### config.mk
export PLATFORM = sky130hd
export DESIGN_NAME = lightmap_texel_clamp_pack
export DESIGN_NICKNAME = d
export VERILOG_FILES = /design/src/sv/ltcp_pkg.sv /design/src/sv/lightmap_texel_clamp_pack.sv /design/src/sv/ltcp_div.sv
export VERILOG_INCLUDE_DIRS = /design/src /design/src/sv
export SDC_FILE = /design/constraint.sdc
export NUM_CORES = 2
export LEC_CHECK = 0
export BUFFER_PORTS_ARGS = -buffer_cell sky130_fd_sc_hd__buf_2
export CAP_MARGIN = 20
export CORE_ASPECT_RATIO = 0.8
export CORE_MARGIN = 2
export CORE_UTILIZATION = 45
export CTS_BUF_LIST = sky130_fd_sc_hd__clkbuf_8 sky130_fd_sc_hd__clkbuf_16
export CTS_CLUSTER_SIZE = 40
export DETAILED_ROUTE_END_ITERATION = 10
export MAX_ROUTING_LAYER = met4
export SYNTH_ARGS = -nofsm -noshare
export SYNTH_HDL_FRONTEND = slang
export SYNTH_SLANG_ARGS = --single-unit
### constraint.sdc
create_clock -name clk -period 10.6 [get_ports clk]
set_clock_uncertainty 0.15 [all_clocks]
set_input_delay 0 -clock clk [delete_from_list [all_inputs] [get_ports clk]]
set_output_delay 0 -clock clk [all_outputs]
set_load 0.02 [all_outputs]
### src/sv/lightmap_texel_clamp_pack_assert.svh
// Assertion macros for the lightmap texel clamp and pack block.
// Included by the top-level RTL file, which checks its own logic; no dependencies.
`ifndef LIGHTMAP_TEXEL_CLAMP_PACK_ASSERT_SVH
`define LIGHTMAP_TEXEL_CLAMP_PACK_ASSERT_SVH
`ifndef SYNTHESIS
`define LTCP_ASSERT(lbl, clk, rst, prop) \
  lbl: assert property (@(posedge clk) disable iff (rst) (prop)) \
    else $error("ltcp: assertion failed");
`define LTCP_ASSERT_IMPL(lbl, clk, rst, ante, cons) \
  lbl: assert property (@(posedge clk) disable iff (rst) (ante) |-> (cons)) \
    else $error("ltcp: implication failed");
`else
`define LTCP_ASSERT(lbl, clk, rst, prop)
`define LTCP_ASSERT_IMPL(lbl, clk, rst, ante, cons)
`endif
`endif

### src/sv/ltcp_pkg.sv
// Shared constants, types and codes for the lightmap texel clamp and pack block.
// No dependencies.
package ltcp_pkg;

  localparam int LIGHT_W         = 21;
  localparam int LIGHT_FRAC_BITS = 4;
  localparam int STAIN_W         = 8;
  localparam int GAIN_W          = 12;
  localparam int GAIN_FRAC_BITS  = 8;
  localparam int LIMIT_W         = STAIN_W + GAIN_W;
  localparam int CMP_W           = LIGHT_W + GAIN_FRAC_BITS;
  localparam int CH_W            = LIGHT_W - 1 - LIGHT_FRAC_BITS;
  localparam int Q_W             = 8;
  localparam int NUM_W           = CH_W + Q_W;
  localparam int DIV_BITS_PER_STAGE = 2;
  localparam int DIV_STAGES      = Q_W / DIV_BITS_PER_STAGE;
  localparam int DIV_FIRST       = 4;
  localparam int PIPE_STAGES     = 3 + DIV_STAGES + 3;
  localparam int SUM_W           = 10;
  localparam int THIRD_W         = 20;
  localparam int THIRD_MULT      = 683;
  localparam int THIRD_SHIFT     = 11;
  localparam int PROD_W          = 16;

  localparam int IN_TDATA_W      = 88;
  localparam int STAIN_OFS       = 3 * LIGHT_W;
  localparam int OUT_TDATA_W     = 32;
  localparam int APB_ADDR_W      = 4;
  localparam int APB_DATA_W      = 32;

  localparam logic [GAIN_W-1:0] GAIN_RESET = 12'd256;
  localparam logic [Q_W-1:0]    ALPHA_FULL = 8'hFF;

  typedef logic [CH_W-1:0]  ch_t;
  typedef logic [NUM_W-1:0] num_t;

  typedef enum logic [1:0] {
    REG_GAIN     = 2'd0,
    REG_MONO     = 2'd1,
    REG_STAIN_EN = 2'd2
  } reg_idx_t;

  typedef enum logic [1:0] {
    MONO_NORMAL     = 2'd0,
    MONO_LUMA_RED   = 2'd1,
    MONO_FAKED      = 2'd2,
    MONO_ALPHA_ONLY = 2'd3
  } mono_t;

  typedef struct packed {
    logic           big;
    logic [Q_W-1:0] alpha;
    logic [Q_W-1:0] low_r;
    logic [Q_W-1:0] low_g;
    logic [Q_W-1:0] low_b;
  } side_t;

endpackage

### src/sv/lightmap_texel_clamp_pack.sv
// Lightmap texel clamp and pack: top level with APB registers and pipeline.
// Depends on ltcp_pkg, ltcp_div and lightmap_texel_clamp_pack_assert.svh.
//
//  channel | dir | handshake                   | content
//  --------+-----+-----------------------------+-------------------------------
//  s_*     | in  | s_tvalid / s_tready         | light RGB, stain RGB, present
//  m_*     | out | m_tvalid / m_tready         | packed RGBA bytes
//  apb     | in  | psel, penable, pwrite       | gain, mono mode, stain enable
//
// One texel per cycle sustained unless m_tready stalls. Stages: limit multiply,
// clamp, max, four divider stages (two quotient bits each), rescale select
// with the divide-by-3, faked-colour multiply, divide-by-255 into the output
// register. Reset clears the valid bits and the registers to their defaults.
// A stall backs up stage by stage; empty stages keep taking new requests.
`include "lightmap_texel_clamp_pack_assert.svh"
module lightmap_texel_clamp_pack import ltcp_pkg::*; (
  input  logic                   clk,
  input  logic                   rst,
  input  logic                   s_tvalid,
  output logic                   s_tready,
  // [20:0] light_red, [41:21] light_green, [62:42] light_blue,
  // [70:63] stain_red, [78:71] stain_green, [86:79] stain_blue, [87] zero
  input  logic [IN_TDATA_W-1:0]  s_tdata,
  // [0] stain_present
  input  logic                   s_tuser,
  output logic                   m_tvalid,
  input  logic                   m_tready,
  // [7:0] out_red, [15:8] out_green, [23:16] out_blue, [31:24] out_alpha
  output logic [OUT_TDATA_W-1:0] m_tdata,
  input  logic                   psel,
  input  logic                   penable,
  input  logic                   pwrite,
  input  logic [APB_ADDR_W-1:0]  paddr,
  input  logic [APB_DATA_W-1:0]  pwdata,
  output logic [APB_DATA_W-1:0]  prdata,
  output logic                   pready
);

  function automatic logic [Q_W-1:0] div255(logic [PROD_W-1:0] x);
    logic [PROD_W:0] s;
    s = {1'b0, x} + (PROD_W+1)'(1) + (PROD_W+1)'(x[PROD_W-1:Q_W]);
    return s[Q_W +: Q_W];
  endfunction

  // ---------------- configuration registers ----------------
  logic [GAIN_W-1:0] gain_q;
  mono_t             mono_q;
  logic              stain_en_q;
  reg_idx_t          reg_idx;
  logic              cfg_we;

  assign pready  = 1'b1;
  assign cfg_we  = psel & penable & pwrite & pready;
  assign reg_idx = reg_idx_t'(paddr[3:2]);

  always_ff @(posedge clk) begin
    if (rst) begin
      gain_q     <= GAIN_RESET;
      mono_q     <= MONO_NORMAL;
      stain_en_q <= 1'b0;
    end else if (cfg_we) begin
      unique case (reg_idx)
        REG_GAIN:     gain_q     <= pwdata[GAIN_W-1:0];
        REG_MONO:     mono_q     <= mono_t'(pwdata[1:0]);
        REG_STAIN_EN: stain_en_q <= pwdata[0];
        default:      ;
      endcase
    end
  end

  always_comb begin
    unique case (reg_idx)
      REG_GAIN:     prdata = APB_DATA_W'(gain_q);
      REG_MONO:     prdata = APB_DATA_W'(mono_q);
      REG_STAIN_EN: prdata = APB_DATA_W'(stain_en_q);
      default:      prdata = '0;
    endcase
  end

  // ---------------- pipeline control ----------------
  logic [PIPE_STAGES:1]   vld;
  logic [PIPE_STAGES:1]   vin;
  logic [PIPE_STAGES+1:1] en;

  // a stage loads when it is empty or the stage after it moves
  always_comb begin
    en[PIPE_STAGES+1] = m_tready;
    for (int k = PIPE_STAGES; k >= 1; k--) begin
      en[k] = !vld[k] || en[k+1];
    end
  end

  assign vin = {vld[PIPE_STAGES-1:1], s_tvalid};

  always_ff @(posedge clk) begin
    if (rst) begin
      vld <= '0;
    end else begin
      vld <= (en[PIPE_STAGES:1] & vin) | (~en[PIPE_STAGES:1] & vld);
    end
  end

  assign s_tready = en[1];
  assign m_tvalid = vld[PIPE_STAGES];

  // ---------------- stage 1: stain limit ----------------
  logic signed [LIGHT_W-1:0] light_in [3];
  logic [STAIN_W-1:0]        stain_in [3];
  logic signed [LIGHT_W-1:0] light1   [3];
  logic [LIMIT_W-1:0]        lim1     [3];
  logic                      use1;

  always_comb begin
    for (int j = 0; j < 3; j++) begin
      light_in[j] = s_tdata[j*LIGHT_W +: LIGHT_W];
      stain_in[j] = s_tdata[STAIN_OFS + j*STAIN_W +: STAIN_W];
    end
  end

  always_ff @(posedge clk) begin
    if (en[1]) begin
      for (int j = 0; j < 3; j++) begin
        light1[j] <= light_in[j];
        lim1[j]   <= LIMIT_W'(stain_in[j]) * LIMIT_W'(gain_q);
      end
      use1 <= stain_en_q & s_tuser;
    end
  end

  // ---------------- stage 2: clamp and truncate ----------------
  ch_t ch2_nx [3];
  ch_t ch2    [3];

  always_comb begin
    logic signed [CMP_W-1:0] lsh;
    logic signed [CMP_W-1:0] lim_s;
    logic                    over;
    for (int j = 0; j < 3; j++) begin
      lsh   = CMP_W'(light1[j]) <<< (GAIN_FRAC_BITS - LIGHT_FRAC_BITS);
      lim_s = signed'(CMP_W'(lim1[j]));
      over  = use1 && (lsh > lim_s);
      if (over) begin
        ch2_nx[j] = CH_W'(lim1[j][LIMIT_W-1:GAIN_FRAC_BITS]);
      end else if (light1[j][LIGHT_W-1]) begin
        ch2_nx[j] = '0;
      end else begin
        ch2_nx[j] = light1[j][LIGHT_W-2:LIGHT_FRAC_BITS];
      end
    end
  end

  always_ff @(posedge clk) begin
    if (en[2]) begin
      ch2 <= ch2_nx;
    end
  end

  // ---------------- stage 3: brightest channel ----------------
  ch_t   mx_rg;
  ch_t   mx;
  num_t  num3 [3];
  ch_t   mx3;
  side_t side3_nx;
  side_t side3;

  always_comb begin
    mx_rg = (ch2[0] > ch2[1]) ? ch2[0] : ch2[1];
    mx    = (ch2[2] > mx_rg) ? ch2[2] : mx_rg;
    side3_nx.big   = |mx[CH_W-1:Q_W];
    side3_nx.alpha = side3_nx.big ? ALPHA_FULL : mx[Q_W-1:0];
    side3_nx.low_r = ch2[0][Q_W-1:0];
    side3_nx.low_g = ch2[1][Q_W-1:0];
    side3_nx.low_b = ch2[2][Q_W-1:0];
  end

  always_ff @(posedge clk) begin
    if (en[3]) begin
      for (int j = 0; j < 3; j++) begin
        num3[j] <= (num_t'(ch2[j]) << Q_W) - num_t'(ch2[j]);
      end
      mx3   <= mx;
      side3 <= side3_nx;
    end
  end

  // ---------------- stages 4..7: rescale divide ----------------
  logic [Q_W-1:0] quo [3];
  side_t          side_q [DIV_STAGES];

  ltcp_div u_div (
    .clk (clk),
    .en  (en[DIV_FIRST +: DIV_STAGES]),
    .num (num3),
    .den (mx3),
    .quo (quo)
  );

  always_ff @(posedge clk) begin
    for (int k = 0; k < DIV_STAGES; k++) begin
      if (en[DIV_FIRST + k]) begin
        side_q[k] <= (k == 0) ? side3 : side_q[(k == 0) ? 0 : k - 1];
      end
    end
  end

  // ---------------- stage 8: select and mode ----------------
  side_t             side7;
  logic [Q_W-1:0]    c7   [3];
  logic [SUM_W-1:0]  sum7;
  logic [THIRD_W-1:0] third_prod;
  logic [Q_W-1:0]    c8_nx [3];
  logic [Q_W-1:0]    a8_nx;
  logic [Q_W-1:0]    c8   [3];
  logic [Q_W-1:0]    a8;

  assign side7 = side_q[DIV_STAGES-1];

  always_comb begin
    c7[0] = side7.big ? quo[0] : side7.low_r;
    c7[1] = side7.big ? quo[1] : side7.low_g;
    c7[2] = side7.big ? quo[2] : side7.low_b;
    sum7  = SUM_W'(c7[0]) + SUM_W'(c7[1]) + SUM_W'(c7[2]);
    // floor(sum / 3) by reciprocal; exact for sums up to 765
    third_prod = THIRD_W'(sum7) * THIRD_W'(THIRD_MULT);
    unique case (mono_q)
      MONO_NORMAL: begin
        c8_nx = c7;
        a8_nx = side7.alpha;
      end
      MONO_LUMA_RED: begin
        c8_nx[0] = side7.alpha;
        c8_nx[1] = '0;
        c8_nx[2] = '0;
        a8_nx    = side7.alpha;
      end
      MONO_FAKED: begin
        c8_nx = c7;
        a8_nx = ALPHA_FULL - third_prod[THIRD_SHIFT +: Q_W];
      end
      MONO_ALPHA_ONLY: begin
        c8_nx[0] = '0;
        c8_nx[1] = '0;
        c8_nx[2] = '0;
        a8_nx    = ALPHA_FULL - side7.alpha;
      end
      default: begin
        c8_nx = c7;
        a8_nx = side7.alpha;
      end
    endcase
  end

  always_ff @(posedge clk) begin
    if (en[DIV_FIRST + DIV_STAGES]) begin
      c8 <= c8_nx;
      a8 <= a8_nx;
    end
  end

  // ---------------- stage 9: faked-colour multiply ----------------
  logic [PROD_W-1:0] p9 [3];
  logic [Q_W-1:0]    c9 [3];
  logic [Q_W-1:0]    a9;

  always_ff @(posedge clk) begin
    if (en[PIPE_STAGES-1]) begin
      for (int j = 0; j < 3; j++) begin
        p9[j] <= PROD_W'(c8[j]) * PROD_W'(a8);
      end
      c9 <= c8;
      a9 <= a8;
    end
  end

  // ---------------- stage 10: output register ----------------
  logic [Q_W-1:0] out_c [3];
  logic [Q_W-1:0] out_a;

  always_ff @(posedge clk) begin
    if (en[PIPE_STAGES]) begin
      for (int j = 0; j < 3; j++) begin
        out_c[j] <= (mono_q == MONO_FAKED) ? div255(p9[j]) : c9[j];
      end
      out_a <= a9;
    end
  end

  assign m_tdata = {out_a, out_c[2], out_c[1], out_c[0]};

  // ---------------- checks ----------------
  `LTCP_ASSERT_IMPL(a_normal_alpha_max, clk, rst, m_tvalid && mono_q == MONO_NORMAL, (out_c[0] <= out_a) && (out_c[1] <= out_a) && (out_c[2] <= out_a))
  `LTCP_ASSERT_IMPL(a_alpha_only_dark, clk, rst, m_tvalid && mono_q == MONO_ALPHA_ONLY, (out_c[0] == '0) && (out_c[1] == '0) && (out_c[2] == '0))
  `LTCP_ASSERT_IMPL(a_luma_in_red, clk, rst, m_tvalid && mono_q == MONO_LUMA_RED, (out_c[0] == out_a) && (out_c[1] == '0) && (out_c[2] == '0))
  `LTCP_ASSERT_IMPL(a_full_pipe_blocks, clk, rst, (&vld) && !m_tready, !s_tready)

endmodule

### src/sv/ltcp_div.sv
// Pipelined restoring divider, three lanes sharing one divisor: q = num / den.
// Two quotient bits per stage, MSB first. Depends on ltcp_pkg.
module ltcp_div import ltcp_pkg::*; (
  input  logic                  clk,
  input  logic [DIV_STAGES-1:0] en,
  input  num_t                  num [3],
  input  ch_t                   den,
  output logic [Q_W-1:0]        quo [3]
);

  typedef struct packed {
    num_t           rem;
    logic [Q_W-1:0] q;
  } div_t;

  function automatic div_t div_step(div_t s, ch_t d, int stage);
    div_t r;
    num_t t;
    logic ge;
    r = s;
    for (int j = 0; j < DIV_BITS_PER_STAGE; j++) begin
      t  = num_t'(d) << (Q_W - 1 - stage * DIV_BITS_PER_STAGE - j);
      ge = (r.rem >= t);
      if (ge) begin
        r.rem = r.rem - t;
      end
      r.q = {r.q[Q_W-2:0], ge};
    end
    return r;
  endfunction

  ch_t  den_src [DIV_STAGES];
  ch_t  den_q   [DIV_STAGES];
  div_t src     [DIV_STAGES][3];
  div_t nxt     [DIV_STAGES][3];
  div_t st_q    [DIV_STAGES][3];

  for (genvar k = 0; k < DIV_STAGES; k++) begin : g_stage
    if (k == 0) begin : g_head
      assign den_src[k] = den;
      for (genvar j = 0; j < 3; j++) begin : g_lane
        assign src[k][j] = '{rem: num[j], q: '0};
      end
    end else begin : g_body
      assign den_src[k] = den_q[k-1];
      for (genvar j = 0; j < 3; j++) begin : g_lane
        assign src[k][j] = st_q[k-1][j];
      end
    end
    for (genvar j = 0; j < 3; j++) begin : g_step
      assign nxt[k][j] = div_step(src[k][j], den_src[k], k);
    end
  end

  always_ff @(posedge clk) begin
    for (int k = 0; k < DIV_STAGES; k++) begin
      if (en[k]) begin
        den_q[k] <= den_src[k];
        for (int j = 0; j < 3; j++) begin
          st_q[k][j] <= nxt[k][j];
        end
      end
    end
  end

  for (genvar j = 0; j < 3; j++) begin : g_out
    assign quo[j] = st_q[DIV_STAGES-1][j].q;
  end

endmodule
======== Word-level counts from Yosys, hierarchy flattened ========
Memories as Yosys holds them, arrays and structs flattened.
Index checks and enable logic that the tools add are counted.
word-level totals
  RAM bits ................................ 775
  output and inout bits ................... 67
  memories ................................ 7
  flip-flop bits (word level) ............. 267
memories
  memory           depth  width  read ports  clocked after memory_dff  write ports  RTL line                          RTL
  u_div.st_q       4      96     4           0                         4            ltcp_div.sv:36                    div_t st_q [DIV_STAGES][3];
  side_q           4      33     4           0                         4            lightmap_texel_clamp_pack.sv:188  side_t side_q [DIV_STAGES];
  u_div.den_q      4      16     3           0                         4            ltcp_div.sv:33                    ch_t den_q [DIV_STAGES];
  light1           3      21     3           0                         3            lightmap_texel_clamp_pack.sv:109  logic signed [LIGHT_W-1:0] light1 [3];
  lim1             3      20     3           0                         3            lightmap_texel_clamp_pack.sv:110  logic [LIMIT_W-1:0] lim1 [3];
  p9               3      16     3           0                         3            lightmap_texel_clamp_pack.sv:261  logic [PROD_W-1:0] p9 [3];
  1 more memories  n/a    n/a    n/a         n/a                       n/a          n/a
cells by class
  $lt $le $gt $ge ......................... 29
  mux-type cells .......................... 55
  multipliers ............................. 7
  add/subtract/negate cells ............... 37
  bitwise logic cells ..................... 7
  equal/unequal tests ..................... 5
  reduce and logical (&&, ||, !) cells .... 34
operators with widths
  operator                                                          number
  24-bit 2-to-1 mux                                                 24
  24-bit by 16-bit subtractor with 24-bit output                    6
  25-bit by 21-bit > comparator with 1-bit output                   3
  24-bit by 16-bit >= comparator with 1-bit output                  3
  24-bit by 17-bit >= comparator with 1-bit output                  3
  24-bit by 18-bit >= comparator with 1-bit output                  3
  24-bit by 19-bit >= comparator with 1-bit output                  3
  24-bit by 20-bit >= comparator with 1-bit output                  3
  24-bit by 21-bit >= comparator with 1-bit output                  3
  24-bit by 22-bit >= comparator with 1-bit output                  3
  24-bit by 23-bit >= comparator with 1-bit output                  3
  12-bit 2-to-1 mux                                                 6
  24-bit one-hot mux with 3 select lines                            1
  24-bit by 17-bit subtractor with 24-bit output                    3
  24-bit by 18-bit subtractor with 24-bit output                    3
  24-bit by 19-bit subtractor with 24-bit output                    3
  24-bit by 20-bit subtractor with 24-bit output                    3
  24-bit by 21-bit subtractor with 24-bit output                    3
  24-bit by 22-bit subtractor with 24-bit output                    3
  24-bit by 23-bit subtractor with 24-bit output                    3
  8-bit by 12-bit multiplier with 20-bit output                     3
  16-bit by 1-bit adder with 16-bit output (second input constant)  3
  16-bit by 8-bit adder with 16-bit output                          3
  8-bit by 8-bit multiplier with 16-bit output                      3
  other kinds (23)                                                  77

======== Logic depth before layout (Yosys ltp) ========
  depth after elaboration ................. 14
  mapped depth ............................ 35

======== By module ========
From an unflattened synthesis, not the netlist that was laid out.
unflattened totals
  cells, all modules ...................... 7221
  area, all modules ....................... 73939.7 µm²
modules (own cells, without submodules)
  module                     area each (µm²)  cells each  instances
  lightmap_texel_clamp_pack  42052.8          3733        1
  ltcp_div                   31886.8          3488        1

======== Worst setup path after synthesis ========
OpenSTA, ideal clock, no wires.
  path kind ............................... flip-flop to flip-flop
  start point ............................. register (tool-made name)
  end point ............................... memory light1[0][0] (enable)
  clock period less this slack ............ 11.100 ns
  slack ................................... -0.500 ns
  arrival ................................. 9.226 ns
  stages on the path, launching flop included .. 7
  required time ........................... 8.726 ns
  buffers on the path ..................... 0
  cell sequence ........................... dfxtp_1 nor2b_1 and2_1 and3_1 nand3_1 nor2_1 nand4_1
RTL lines
  item       RTL line
  to (decl)  lightmap_texel_clamp_pack.sv:109

==> flow_summary.ini <==
[run_status]
status = finished clean

[floorplanning]
fp.dieH_um = 365
chipWidth_um = 455
die-area_sq_um = 166000
num_rows = 132
start_util = 0.452
core_sq_um = 162000
io_pins = 199

[timing]
hold_viol = 0
min_period_ps = 8870
max_freq_mhz = 113
fin_crit_sh = 0.837
maxSlewHeadroom = 0.289
grt_setup_unrepaired = false
tightest_slew_ps = 1070
maxSlewViolCount = 0
setup_tns_ps = 0
setup_viol_count_final = 0

[logic_synthesis]
synthDistinctLibCells = 96
synth_area_sq_um = 73100
synth-seq-area-share = 0.369
synth.avg_cell_area_sq_um = 10.3
ys.flop_type = edfxtp_1
synthCells = 7075
synth_edf_count = 881
synthArstFlopShare = 0
synth_seq_cells = 906
yosys_warnings = 0

[job]
drv_cap = 0

[global_route]
busiest_layer = met2
grt-ovfl-total = 0
grt_pass1_vias = 52500
antenna_found_initial = 2
grt_use_total = 0.239
grt_max_degree = 84
grt_util_met2 = 0.361
use_met3 = 0.0275
met1_usage = 0.341
grt_pass1_wl_um = 301000

[route]
num_vias = 53200
postRouteAntennaNets = 0
wirelength_um = 191000
avgRoutedWirePerCell_um = 19.9
post-route-drc-count = 0
drt_pass1_iterations = 5
drt_iter0_markers = 3895
routed_via_density = 5.52

[clock_tree]
cts-htree-levels = 3
cts_resized = 0
numCtsBuffers = 97
cts_tree = done
cts.clk_slew.worst_paths_ps = 70
cts_root_buf = clkbuf_16
clk_path_buf_depth = 3
cts.sinks = 906
clk_latency_ps = 730

[placed_design]
dpl.hpwl_um = 146000
portBuffers = 154
gp_congestion = 0.920

[critical_path]
critPathSlowestCell = o41ai_1
path_max_fanout = 15
rr_startpoint = side_q[3][32]
startpoint = side_q[3][32]
critPathLaunchType = flip-flop
critPathMostFrequentCell = inv_1
crit_arrival_ps = 9190
cp.required_ps = 10920
cp-end-kind = flip-flop
cpPeakStageDelay_ps = 650
worstSetupPathType = reg -> reg

[layout]
drive_gt1_frac = 0.0798
syn_to_final_growth_pct = 11.3
final_cell_mix = edfxtp_1 (881), ha_1 (803), inv_1 (715)
layout_commonest_cell = edfxtp_1
finalNetCount = 8687

[min_path]
hp-class = in -> reg
hp-start = s_tdata[70]
-- Yosys cell counts (all sizes together) (11+ instances only) --
cell	number	area, sq um
a21boi	31	233
nor3	131	661
nand3b	14	105
mux2	168	1890
fa	337	6750
nand3	94	475
a31oi	30	209
xnor2	314	2760
nand4	82	519
o211ai	30	230
dfxtp	25	500
o21a	75	563
o21ai	341	1710
nor2	391	1480
o311ai	14	123
edfxtp	881	26500
inv	716	2690
a2111oi	16	190
clkbuf	133	499
nor4	23	150
and4	11	96.3
nand2b	103	644
o21bai	53	398
or3	33	206
nor3b	23	173
nand2	608	2280
nor2b	87	544
xor2	132	1160
and3	27	169
ha	803	10000
or4	19	146
a21oi	401	2010
a31o	16	140
a211oi	48	375
o31ai	30	239
buf	52	359
or2	21	131
mux2i	95	951
and2	309	1930
a211o	12	105
a21o	192	1440
-- area by class of cell --
cell class	count	area (sq um)
diodes	1	2.50
clock buffers	98	2450
fillers	14500	80300
inverters	716	2690
well taps	2144	2680
flip-flops and latches	906	27000
clock inverters	79	669
repair buffers	407	3180
multi-input cells	5287	42800
-- metrics by stage --
stage	instances	setup WS [ps]	hold slack, ps	util	instance area (sq um)
2_1_floorplan	7094	1200	-70.2	-	73200
3_3_place_gp	9261	1690	26.4	0.472	76300
3_5_place_dp	9261	1750	28.1	0.472	76300
4_1_cts	9633	1720	28.9	0.503	81300
5_1_grt	9638	942	113	0.503	81400
6_report	9638	1730	70.7	0.503	81400
-- metal layers --
| metal | up-vias | wire length (um) |
|---|---|---|
| li1 | 25800 | - |
| met1 | 25700 | 92400 |
| met2 | 1459 | 83900 |
| met3 | 280 | 9810 |
| met4 | 0 | 5380 |
| met5 | - | 0 |
-- flip-flops by register name, indices dropped and copies added (netlist names), 2 cells and up, named ones only --
name and cells:
c8 24, light1 63, a8 8, a9 8, side3 30, u_div.den_q 48, out_c 24, out_a 8
p9 48, lim1 60, gain_q 12, mono_q 2, u_div.st_q 267, side_q 132, ch2 48, num3 72
mx3 16, c9 24
-- path summary, 6_finish.rpt --
kind              slack [ps]             to  cells past startpoint
setup / recovery        1730          a8[7]                     30
hold / removal            70    lim1[0][19]                      5
setup reg to reg        1730          a8[7]                     30
hold reg to reg          250  side_q[3][24]                      0
-- critical path, delay by kind of cell (launching register included) --
family	cells	cell delay [ps]
AND/OR/NAND/NOR	2	520
adder cells (fa/ha/maj)	7	2810
flip-flops	1	640
AO/OA/AOI/OAI	12	3090
XOR/XNOR	2	410
buffers and inverters	6	620
multiplexers	1	390
-- logic make-up (layout without fill, tap and decap cells) --
logic type / Yosys count / in the layout / synth area share
other: 2 / 22 / 0.000103
buffers and inverters: 901 / 1300 / 0.0485
and+or+nand+nor: 1999 / 1999 / 0.136
adders and majority gates: 1140 / 1140 / 0.230
AOI/OAI and AO/OA: 1418 / 1418 / 0.125
DFF: 906 / 906 / 0.369
xor gates and xnor gates: 446 / 446 / 0.0535
muxes: 263 / 263 / 0.0389
-- repair_timing --
item	4_1_cts	5_1_grt
endpoints found under the hold margin	143	0
hold buffers	195	0
buffers inserted	0	0
Power is not shown: default switching activity piles up to over one toggle a cycle in this logic, so the estimate is an artifact.
